--- src/hw/rtl/bbmd_pkg.sv ---
// Shared types, constants and the boot image function of the banked bus memory decoder.
`default_nettype none

package bbmd_pkg;

   localparam int ADDR_W      = 22;
   localparam int DATA_W      = 16;
   localparam int ROM_WORD_W  = 16;
   localparam int BANK_W      = 2;
   localparam int BANK_WORDS  = 65536;
   localparam int PROG_IDX_W  = 18;
   localparam int WORK_WORDS  = 131072;
   localparam int WORK_AW     = 17;
   localparam int CSR_INDEX_W = 2;
   localparam int CSR_DATA_W  = 2;

   // Access kinds carried by the request mode field.
   localparam logic ACCESS_READ  = 1'b0;
   localparam logic ACCESS_WRITE = 1'b1;

   // Register indexes of the configuration port.
   localparam logic [CSR_INDEX_W-1:0] CSR_PROGRAM_BANK     = 2'd0;
   localparam logic [CSR_INDEX_W-1:0] CSR_WORK_MODE        = 2'd1;
   localparam logic [CSR_INDEX_W-1:0] CSR_WORK_HALF_SELECT = 2'd2;

   // Work RAM layout modes.
   localparam logic WORK_LINEAR      = 1'b0;
   localparam logic WORK_INTERLEAVED = 1'b1;

   // Boot image generator: word i holds i * BOOT_MULT + BOOT_OFFSET, modulo 2^16.
   localparam logic [DATA_W-1:0] BOOT_MULT   = 16'h9E37;
   localparam logic [DATA_W-1:0] BOOT_OFFSET = 16'h5A5A;

   typedef enum logic [1:0] {
      REGION_BOOT,
      REGION_PROGRAM,
      REGION_WORK
   } region_type;

   typedef struct packed {
      region_type              region;
      logic [ROM_WORD_W-1:0]   rom_word;
      logic [PROG_IDX_W-1:0]   prog_index;
      logic [WORK_AW-1:0]      work_index;
   } decode_type;

   function automatic logic [DATA_W-1:0] boot_word(input logic [ROM_WORD_W-1:0] index);
      logic [DATA_W-1:0] product;
      product = index * BOOT_MULT;
      return product + BOOT_OFFSET;
   endfunction

endpackage

`default_nettype wire

--- src/hw/rtl/bbmd_decode.sv ---
// Address decoder: clears mirror bits, picks the region and forms the word index of each store.
`default_nettype none

module bbmd_decode
   import bbmd_pkg::*;
#(
   parameter int PROGRAM_BANKS = 4
) (
   input  wire logic [ADDR_W-1:0] byte_address,
   input  wire logic [BANK_W-1:0] program_bank,
   input  wire logic              work_mode,
   input  wire logic              work_half_select,
   output      decode_type        decoded
);

   localparam logic [ADDR_W-1:0] MIRROR_MASK = 22'h1C0000;

   logic [ADDR_W-1:0] addr;
   logic [BANK_W:0]   bank_wrap;

   always_comb begin
      addr = byte_address & ~MIRROR_MASK;

      // Bank wraps modulo the bank count; at most three subtractions on a 2-bit value.
      bank_wrap = {1'b0, program_bank};
      for (int k = 0; k < 3; k++) begin
         if (bank_wrap >= (BANK_W+1)'(PROGRAM_BANKS)) begin
            bank_wrap = bank_wrap - (BANK_W+1)'(PROGRAM_BANKS);
         end
      end

      // With bits 18 to 20 cleared, bit 21 alone marks work RAM and bit 17 the program window.
      if (addr[21]) begin
         decoded.region = REGION_WORK;
      end else if (addr[17]) begin
         decoded.region = REGION_PROGRAM;
      end else begin
         decoded.region = REGION_BOOT;
      end

      decoded.rom_word   = addr[16:1];
      decoded.prog_index = {bank_wrap[BANK_W-1:0], addr[16:1]};
      if (work_mode == WORK_INTERLEAVED) begin
         decoded.work_index = {addr[16:1], ~work_half_select};
      end else begin
         decoded.work_index = addr[17:1];
      end
   end

endmodule

`default_nettype wire

--- config.mk ---
export PLATFORM = sky130hd
export DESIGN_NAME = bbmd_decode
export DESIGN_NICKNAME = d
export VERILOG_FILES = /design/src/hw/rtl/bbmd_pkg.sv /design/src/hw/rtl/bbmd_decode.sv
export SDC_FILE = /design/constraint.sdc
export NUM_CORES = 1
export LEC_CHECK = 0
export BUFFER_PORTS_ARGS = -buffer_cell sky130_fd_sc_hd__buf_2
export CORE_MARGIN = 8
export CORE_UTILIZATION = 33
export DETAILED_ROUTE_END_ITERATION = 8
export PLACE_DENSITY_LB_ADDON = 0.12
export SLEW_MARGIN = 0
export SYNTH_ARGS = -nofsm -noshare
export SYNTH_HDL_FRONTEND = slang
export SYNTH_SLANG_ARGS = --single-unit
--- constraint.sdc ---
create_clock -name vclk -period 1.05
set_input_delay 0 -clock vclk [all_inputs]
set_output_delay 0 -clock vclk [all_outputs]
set_load 0.03 [all_outputs]
== Yosys cells after proc, flatten, opt, wreduce, memory -nomap -nowiden ==
Index checks and enable logic that the tools add are counted.
Widths: inputs -> output; s select.

* Logic and storage cells: 4
* Output and inout port bits: 53
* Bits in registers: 0

* Bitwise operators: 1
* Mux-type cells: 3

{| class="wikitable"
|+ Operators by type and width
! operator !! count
|-
| $mux 17 || 1
|-
| $mux 2 || 1
|-
| $mux 1 || 1
|-
| $not 1->1 || 1
|}

== Depth between registers and ports, before layout ==
* Depth after elaboration: 2
* Mapped depth: 4
* Depth with buffers taken out: 2

== Worst setup path before layout ==
No wires, ideal clock.

* Kind: input -> output
* Start: in work_mode
* End: out decoded[0] (netlist name)
* Setup slack: 0.269 ns
* Data arrival time: 0.781 ns
* Cell stages on the path: 4
* Data required time: 1.050 ns
* Buffers on the path: 2
* Cells stage by stage: buf_6 buf_12 nor2_1 a21oi_1

{| class="wikitable"
|+ RTL lines
! element !! RTL line !! RTL
|-
| from (decl) || bbmd_decode.sv:11 || <nowiki>input wire logic work_mode,</nowiki>
|-
| to (decl) || bbmd_decode.sv:13 || <nowiki>output decode_type decoded</nowiki>
|}

==> out/metrics.csv <==
stage,metric,value,unit
final_layout,P&R area growth vs syn,19.52,%
final_layout,# fillers,158,
timing,Final setup viols,0,
drt,Vias/cell,4.131,
synth,Commonest cells post-synth,"buf_4, mux2_2, mux2_4",
floorplan,die area,0.003099,mm²
critical_path,"Arr. time, crit path",0.78,ns
clock_network,CTS Hold Buffers Added,0,
pwr,clock share of power,0,
grt,grt total ovfl,0,
drt,TritonRoute pass-1 iters,3,
synth,post-synth top area cell,buf_4,
grt,gr usage total,0.07287,
timing,TNS Setup,0,ns
clock_network,Setup Buffers After CTS,0,
placed_design,number of buffers added on ports,71,
clock_network,post-cts sizing count,0,
flow_run,max-cap viol count,0,
floorplan,FP Rows,14,
critical_path,critical path's most frequent cell,buf_2,
drt,DR vias,442,
floorplan,Die W,55.67,µm
synth,syn nets,82,
hold_path,Hold Path Stages,0,
final_layout,CLK BUF,0,
final_layout,final instance area,620.6,µm²
pwr,Power Density,832.4,mW/mm²
synth,Syn Area/Cell,9.272,µm²
pwr,LEAKAGE,0.3919,nW
pwr,Int Pwr,0.1735,mW
floorplan,Die H,55.67,µm
critical_path,"Cell Chain, Critical Path","buf_2, buf_12, mux2_2, buf_2",
timing,Slew headroom,0.8923,
synth,sequential element share of the synthesized area,0,
grt,largest net degree at the start of global routing,19,
synth,Netlist cell types,8,
critical_path,worst-path maximum fanout,18,
synth,"Warnings, synthesis",0,
grt,number of global-route vias before repair,468,
drt,DRT Wirelength,1352,µm
final_layout,# diodes,0,
placed_design,routability congestion estimate,0.6236,
synth,Syn Inst Count,56,
outcome,status,finished clean,
critical_path,crit path capture type,output pin,
hold_path,hold worst-path end,decoded[34],
timing,maximum clock rate,1.282,GHz
drt,post-route ant nets,0,
critical_path,startpoint types,primary input,
floorplan,Placeable Area,0.001489,mm²
floorplan,Initial Utilization,0.3487,
final_layout,Seq cells,0,
grt,initial antenna violation count,0,
hold_path,Hold Path Origin,program_bank[1],
critical_path,required time of the critical path,1.05,ns
final_layout,Register Area,0,µm²
timing,final period utilization,0.7429,
timing,Slew Limit Fails,0,
drt,drt wl/cell,12.64,µm
final_layout,Nets,119,
critical_path,crit-path max cell delay,0.34,ns
drt,detailed-route DRC error count,0,
pwr,Reg power frac,0,
pwr,Gate power share,1.000,
hold_path,worst min path class,primary input to output pin,
floorplan,I/O Pins,79,
pwr,Psw,0.3430,mW
placed_design,Placed Area,620.6,µm²
final_layout,final core occ,0.4168,
grt,first-pass GRT wire length,2118,µm
synth,most numerous cell in the Yosys netlist,buf_4,
timing,Slew @ Worst Pin,0.1626,ns
synth,area fraction of the dominant cell type after synthesis,0.5060,
critical_path,slowest CP cell,mux2_2,
pwr,Switching Share,0.6640,
critical_path,critical path class,primary input to output pin,
synth,Mapped Area,519.2,µm²
drt,starting DRC count in detailed routing,4,
synth,Synth area leaders,"buf_4, mux2_4, mux2_2, buf_12, buf_6",
final_layout,proportion of layout cells with a drive suffix above 1,0.9670,
pwr,Max VDD drop,314.1,µV
timing,RSZ-0062 raised after global routing,no,
timing,minimum clock period,0.7801,ns
timing,final hold vios,0,
## metrics by stage
step	instances	hold slack (ns)	power (mW)	setup WS [ns]
2_1_floorplan	56	0.1096	0.4621	0.2691
3_3_place_gp	107	0.0003539	0.5224	0.2690
3_5_place_dp	107	0.0003539	0.5233	0.2663
4_1_cts	107	0.0003539	0.5238	0.2664
5_1_grt	107	0.00005128	0.5445	0.2346
6_report	107	0.00001046	0.5166	0.2699
## how the worst max path moves through the flow
| stage | slack [ns] | end | startpoint | cells after the start |
|---|---|---|---|---|
| after floorplan | 0.27 | decoded[0] | work_mode | 4 |
| after global placement | 0.27 | decoded[1] | work_mode | 4 |
| after detailed placement | 0.27 | decoded[1] | work_mode | 4 |
| after CTS | 0.27 | decoded[1] | work_mode | 4 |
| after global routing | 0.23 | decoded[13] | work_mode | 4 |
| final | 0.27 | decoded[1] | work_mode | 4 |
## kinds of logic (layout without fill, tap and decap cells)
family / Yosys count / count (layout) / synth area share
AO/OA/AOI/OAI: 1 / 1 / 0.009629
buffers and inverters: 37 / 72 / 0.5663
multiplexers: 16 / 16 / 0.4048
AND/OR/NAND/NOR: 2 / 2 / 0.01928
## routing by layer
| metal | wire length (µm) | vias to the layer above | track usage |
|---|---|---|---|
| met5 | 0 | - | 0 |
| met4 | 0 | 0 | 0.003521 |
| met3 | 184 | 0 | 0.03425 |
| met2 | 602 | 40 | 0.1330 |
| met1 | 565 | 181 | 0.07692 |
| li1 | - | 221 | - |
## power groups by stage
stage / Sequential (mW) / Clock, mW / Combinational (mW)
after floorplan: 0 / 0 / 0.462
after global placement: 0 / 0 / 0.522
after detailed placement: 0 / 0 / 0.523
after CTS: 0 / 0 / 0.524
after global routing: 0 / 0 / 0.544
final: 0 / 0 / 0.517
## cell type report
class | count | area (µm²) | area share
Multi-Input combinational cell | 19 | 225.2 | 0.3629
Tap cell | 16 | 20.02 | 0.03226
Timing Repair Buffer | 72 | 375.4 | 0.6048
## critical path: cells and delay by family
family | cells | cell delay, ns
multiplexers | 1 | 0.34
buffers and inverters | 3 | 0.44
## placed cells by master, fill, tap and decap left out, drive strengths merged
cell type and instances:
nor2b 1, mux2 16, nor2 1, buf 72, a21oi 1
(Power assumes the default switching activity.)
