`src/hw/rtl/bbmd_pkg.sv`:
```
// Shared types, constants and the boot image function of the banked bus memory decoder.
`default_nettype none

package bbmd_pkg;

   localparam int ADDR_W      = 22;
   localparam int DATA_W      = 16;
   localparam int ROM_WORD_W  = 16;
   localparam int BANK_W      = 2;
   localparam int BANK_WORDS  = 65536;
   localparam int PROG_IDX_W  = 18;
   localparam int WORK_WORDS  = 131072;
   localparam int WORK_AW     = 17;
   localparam int CSR_INDEX_W = 2;
   localparam int CSR_DATA_W  = 2;

   // Access kinds carried by the request mode field.
   localparam logic ACCESS_READ  = 1'b0;
   localparam logic ACCESS_WRITE = 1'b1;

   // Register indexes of the configuration port.
   localparam logic [CSR_INDEX_W-1:0] CSR_PROGRAM_BANK     = 2'd0;
   localparam logic [CSR_INDEX_W-1:0] CSR_WORK_MODE        = 2'd1;
   localparam logic [CSR_INDEX_W-1:0] CSR_WORK_HALF_SELECT = 2'd2;

   // Work RAM layout modes.
   localparam logic WORK_LINEAR      = 1'b0;
   localparam logic WORK_INTERLEAVED = 1'b1;

   // Boot image generator: word i holds i * BOOT_MULT + BOOT_OFFSET, modulo 2^16.
   localparam logic [DATA_W-1:0] BOOT_MULT   = 16'h9E37;
   localparam logic [DATA_W-1:0] BOOT_OFFSET = 16'h5A5A;

   typedef enum logic [1:0] {
      REGION_BOOT,
      REGION_PROGRAM,
      REGION_WORK
   } region_type;

   typedef struct packed {
      region_type              region;
      logic [ROM_WORD_W-1:0]   rom_word;
      logic [PROG_IDX_W-1:0]   prog_index;
      logic [WORK_AW-1:0]      work_index;
   } decode_type;

   function automatic logic [DATA_W-1:0] boot_word(input logic [ROM_WORD_W-1:0] index);
      logic [DATA_W-1:0] product;
      product = index * BOOT_MULT;
      return product + BOOT_OFFSET;
   endfunction

endpackage

`default_nettype wire

```
`src/hw/rtl/bbmd_rom.sv`:
```
// Boot ROM read pipeline: reduces the word address modulo the ROM size, then forms the image word.
`default_nettype none

module bbmd_rom
   import bbmd_pkg::*;
#(
   parameter int ROM_WORDS = 65536
) (
   input  wire logic                  clock,
   input  wire logic                  reset,
   input  wire logic                  start,
   input  wire logic [ROM_WORD_W-1:0] word,
   output      logic                  done,
   output      logic [DATA_W-1:0]     data
);

   localparam int          ROM_AW      = $clog2(ROM_WORDS);
   localparam int          Q_W         = $clog2(65536 / ROM_WORDS + 1);
   localparam logic [63:0] RECIP_WIDE  = 64'h1_0000_0000 / 64'(ROM_WORDS);
   localparam logic [31:0] ROM_RECIP   = RECIP_WIDE[31:0];
   localparam int          PROD_W      = ROM_WORD_W + 32;

   logic                  v1_ff, v2_ff, v3_ff;
   logic [ROM_WORD_W-1:0] x1_ff;
   logic [Q_W-1:0]        q1_ff;
   logic [ROM_AW-1:0]     idx2_ff;
   logic [DATA_W-1:0]     data_ff;

   logic [PROD_W-1:0]     prod1_in;
   logic [Q_W-1:0]        q1_in;
   logic [ROM_WORD_W:0]   qd2;
   logic [ROM_WORD_W:0]   rem2;
   logic [ROM_AW-1:0]     idx2_in;

   // The reciprocal estimate is at most one low, so one compare and subtract finishes it.
   always_comb begin
      prod1_in = PROD_W'(word) * PROD_W'(ROM_RECIP);
      q1_in    = prod1_in[32 +: Q_W];
      qd2      = (ROM_WORD_W+1)'(q1_ff) * (ROM_WORD_W+1)'(ROM_WORDS);
      rem2     = (ROM_WORD_W+1)'(x1_ff) - qd2;
      if (rem2 >= (ROM_WORD_W+1)'(ROM_WORDS)) begin
         rem2 = rem2 - (ROM_WORD_W+1)'(ROM_WORDS);
      end
      idx2_in  = rem2[ROM_AW-1:0];
   end

   always_ff @(posedge clock) begin
      x1_ff   <= word;
      q1_ff   <= q1_in;
      idx2_ff <= idx2_in;
      data_ff <= boot_word(ROM_WORD_W'(idx2_ff));
      if (reset) begin
         v1_ff <= 1'b0;
         v2_ff <= 1'b0;
         v3_ff <= 1'b0;
      end else begin
         v1_ff <= start;
         v2_ff <= v1_ff;
         v3_ff <= v2_ff;
      end
   end

   assign done = v3_ff;
   assign data = data_ff;

endmodule

`default_nettype wire

```
`config.mk`:
```
export PLATFORM = sky130hd
export DESIGN_NAME = bbmd_rom
export DESIGN_NICKNAME = d
export VERILOG_FILES = /design/src/hw/rtl/bbmd_pkg.sv /design/src/hw/rtl/bbmd_rom.sv
export SDC_FILE = /design/constraint.sdc
export NUM_CORES = 1
export LEC_CHECK = 0
export BUFFER_PORTS_ARGS = -buffer_cell sky130_fd_sc_hd__buf_4
export CAP_MARGIN = 20
export CORE_UTILIZATION = 54
export DETAILED_ROUTE_END_ITERATION = 16
export GPL_TIMING_DRIVEN = 0
export PLACE_DENSITY = 0.77
export SLEW_MARGIN = 10
export SYNTH_ARGS = -nofsm -noshare
export SYNTH_HDL_FRONTEND = slang
export SYNTH_SLANG_ARGS = --single-unit
```
`constraint.sdc`:
```
create_clock -name clock -period 4.55 [get_ports clock]
set_clock_uncertainty 0.2 [all_clocks]
set_input_delay 0.455 -clock clock [delete_from_list [all_inputs] [get_ports clock]]
set_output_delay 0.455 -clock clock [all_outputs]
set_load 0.01 [all_outputs]
```
### Word-level counts from Yosys, hierarchy flattened

Cells that the tools add are included.

* register bits: 51
* output and inout port bits: 17

* multipliers: 1
* muxes and demuxes: 1
* add/sub/neg operators: 2
* magnitude comparators: 1

Operators with widths (number)
* $ge 16x17->1 const B: 1
* $add 16x15->16 const B: 1
* $mul 16x16->16 const B: 1
* $mux 16: 1
* $sub 16x1->16 const B: 1

### Logic depth before layout (Yosys ltp)

* depth after elaboration: 2
* depth in mapped cells: 19

### Worst setup path after synthesis

Ideal clock, no wire load.

* path type: register to register
* from: register idx2_ff[0]
* to: register data_ff[14] (netlist: data[14])
* stages on the path, launching flop included: 17
* path slack: -0.212 ns
* arrival: 4.489 ns
* path through: dfxtp_1 inv_1 ha_1 inv_1 ha_1 ha_1 fa_1 inv_1 fa_1 fa_1 inv_1 ha_1 or3_4 o311a_1 a311o_1 a21oi_2 xnor2_1

* word-level cells in the longest chain between the ends: 2

Ends and longest elaborated chain
* from (decl): RTL line bbmd_rom.sv:26 `logic [ROM_AW-1:0] idx2_ff;`
* from (signal assigned): RTL line bbmd_rom.sv:50 `idx2_ff <= idx2_in;`
* $mul 16x16->16: RTL line bbmd_pkg.sv:49 `product = index * BOOT_MULT;`
* $add 16x15->16: RTL line bbmd_pkg.sv:50 `return product + BOOT_OFFSET;`
* to (signal assigned): RTL line bbmd_rom.sv:51 `data_ff <= boot_word(ROM_WORD_W'(idx2_ff));`
* to (decl): RTL line bbmd_rom.sv:27 `logic [DATA_W-1:0] data_ff;`

Every way passes these cells.
A chain may end at the register's enable or synchronous reset.

### Final worst setup path

* from: register idx2_ff[2]
* to: register data_ff[14] (netlist: data[14])

Same word-level chain as after synthesis.

==> results.cfg <==
[sta]
fin_tns_setup_ns = 0
fin_ws_ns = 0.0804
period_share_pct = 98.2
finalSetupViolCount = 0
period_minus_slack_ns = 4.47
slew_violations = 0
slew_headroom_pct = 75.9
fmax_mhz = 224
worst_pin_slew_ns = 0.359
hold_violations = 0

[global_route]
antenna_found_initial = 0
met1_usage_pct = 23.3
grt_pass1_vias = 2304
gr-total-overflow = 0
grt_max_degree = 19
grt_pass1_wl_um = 10600
grt-busiest-layer = met2
grtUsageTotal_pct = 19.1
use_met3_pct = 3.02
grtUsageMet2_pct = 35.0

[place]
port_buffers = 35
gp_congestion = 0.802
dp_cells = 439
post-place-ws_ns = -0.409
dp_hpwl_um = 4770

[detailed_routing]
drt_iter0_drc = 76
routed_via_density = 4.93
first_pass_iters = 13
drc = 2
ant_nets = 0
vias = 2318
wl_per_cell_um = 14.7
wl_um = 6920

[worst_setup_path]
worstSetupPathType = reg -> reg
cp-start-kind = flop
cp_slowest_cell = fa_1
r2r_cells = 16
critPathCaptureType = flop
rr_endpoint = data[14]$_DFF_P_
startpoint = idx2_ff[2]$_DFF_P_
r2r_setup_slack_ns = 0.08
r2r_start = idx2_ff[2]$_DFF_P_
crit_arrival_ns = 4.52
crit_end = data[14]$_DFF_P_
cp_max_fo = 4
worstPathCellList = buf_6 > ha_4 > xnor2_2 > ha_1 > ha_2 > fa_1 > ha_1 > inv_1 > fa_1 > inv_1 > ha_2 > or3_4 > o311a_4 > a311o_1 > a21oi_2 > xnor2_1
worstPathRequired_ns = 4.60
cpPeakStageDelay_ns = 0.48

[floorplan]
dieArea_um2 = 7200
start_util_pct = 57.0
ioPinCount = 36
rows = 29
die_width_um = 84.8
fp.dieH_um = 84.8
core_area_um2 = 6490

[synthesis]
yosys_warnings = 0
ys_ff_latch = 51
synth.avg_cell_area_um2 = 11.3
ys_seq_area_share_pct = 27.6
syn_nets = 463
synthCells = 327
syn_area_um2 = 3700
synth_cell_types = 24

[clocking]
root_buffer = clkbuf_8
clock_latency_ns = 0.32
clk_pin_slew_ns = 0.11
clockBufferDepth = 2
cts_max_level = 2
holdBufCountCts = 0
clock_sinks = 51
cts_tree = yes
cts_made_buffers = 5

[layout]
antenna_cells = 0
fin_util_pct = 71.2
fin_cells = 470
nets = 528
fillCellCount = 467
syn_to_final_growth_pct = 24.8
drive_gt1_share_pct = 29.5

[run]
maxCapViolations = 0

[outcome]
violations = design-rule violations
status = finished, violations left

[pwr]
p_leak_uw = 0.00227
power.total_uw = 3040
p_per_area_nw_per_um2 = 658
ir_worst_vdd_uv = 370

[min_path]
hold_class = in -> reg
==> cell usage after synthesis (all sizes together) <==
cell type	instances	share of area, %
a311o	1	0.27
o21a	4	0.81
mux2	1	0.30
o41a	1	0.30
or2	3	0.51
a21o	3	0.61
dfxtp	51	28
nand2	2	0.20
o211ai	1	0.20
a21oi	6	1.0
fa	42	23
nor2b	6	1.0
xor2	5	1.2
nor2	7	0.71
xnor2	32	7.6
nand2b	2	0.34
inv	76	7.7
o31a	1	0.24
ha	75	25
or3	1	0.30
o21ai	5	0.68
o311a	1	0.27
o31ai	1	0.20
==> stage by stage <==
| stage | area (µm²) | hold WS, ns |
|---|---|---|
| finish | 4620 | 0.0368 |
| CTS | 4310 | 0.0310 |
| detailed placement | 4100 | 0.112 |
| global route | 4620 | 0.0261 |
| floorplan | 3740 | 0.109 |
| global placement | 4100 | 0.110 |
==> cells by family (layout without fill, tap and decap cells) <==
logic type	count (synthesis)	in the layout	share of synthesized area, %
flip-flops	51	51	27.6
multiplexers	1	1	0.304
AO/OA/AOI/OAI	24	24	4.59
XOR/XNOR	37	37	8.75
AND/OR/NAND/NOR	21	21	3.07
buffers and inverters	76	142	7.70
adder cells (fa/ha/maj)	117	117	48.0
==> placed cells by master (no fill, tap or decap), types with 2 or more instances in the layout <==
master    instances
nor2_1            7
buf_4            56
dfxtp_4           7
xor2_1            5
fa_2              3
inv_6             2
a21o_1            3
o21ai_0           3
ha_4             16
o21a_1            4
nor2b_1           6
dfxtp_1          40
a21oi_2           3
inv_1            69
inv_2             6
o21ai_1           2
a21oi_1           3
dfxtp_2           4
nand2b_1          2
clkbuf_8          5
or2_2             2
nand2_1           2
ha_1             57
fa_1             39
xnor2_2           2
xnor2_1          30
ha_2              2
==> layer usage <==
| metal | up-vias | share of wire, % |
|---|---|---|
| li1 | 1145 | - |
| met4 | 0 | 2.6 |
| met2 | 44 | 53 |
| met1 | 1112 | 42 |
| met5 | - | 0 |
| met3 | 17 | 2.6 |
==> area by class of cell <==
type,instances,area (µm²),area share (%)
Inverter,76,288,6.23
Clock inverter,3,26.3,0.568
Timing Repair Buffer,58,447,9.66
Clock buffer,5,68.8,1.49
Multi-Input combinational cell,200,2640,57.2
Tap cell,77,96.3,2.08
Sequential cell,51,1050,22.8
==> report_power, final <==
part	leakage (µW)	switching (µW)	total, µW	internal [µW]
clock network	0.0000491	164	278	113
logic	0.00178	1050	2170	1120
registers	0.000432	30.2	588	558
==> how the worst min path moves through the flow <==
stage	slack [ns]	cells past startpoint	end	start
floorplan	0.11	0	idx2_ff[0]$_DFF_P_	x1_ff[0]$_DFF_P_
global placement	0.11	0	idx2_ff[13]$_DFF_P_	x1_ff[13]$_DFF_P_
detailed placement	0.11	0	idx2_ff[3]$_DFF_P_	x1_ff[3]$_DFF_P_
CTS	0.03	1	x1_ff[3]$_DFF_P_	word[3]
global route	0.03	1	x1_ff[10]$_DFF_P_	word[10]
finish	0.04	1	x1_ff[10]$_DFF_P_	word[10]
==> state kept, by name, summed over array words and instances (netlist names) <==
register  flops
data         16
idx2_ff      16
x1_ff        16
done          1
v1_ff         1
v2_ff         1
==> worst max-delay path, delay by kind of cell, from the launching register on <==
family | cells | cell delay [ns]
buffers and inverters | 3 | 0.21
AND/OR/NAND/NOR | 1 | 0.39
flip-flops | 1 | 0.39
AO/OA/AOI/OAI | 3 | 0.85
XOR/XNOR | 2 | 0.25
adder cells (fa/ha/maj) | 7 | 2.10
==> timing repair <==
action                                  in CTS  in global routing
endpoints found under the setup margin       4                  3
buffers inserted                             9                 14
hold endpoints to repair                     0                  0
resized for setup                           20                 36
pin swaps                                    9                 33
Note: power is estimated with default switching activity, not from simulation.
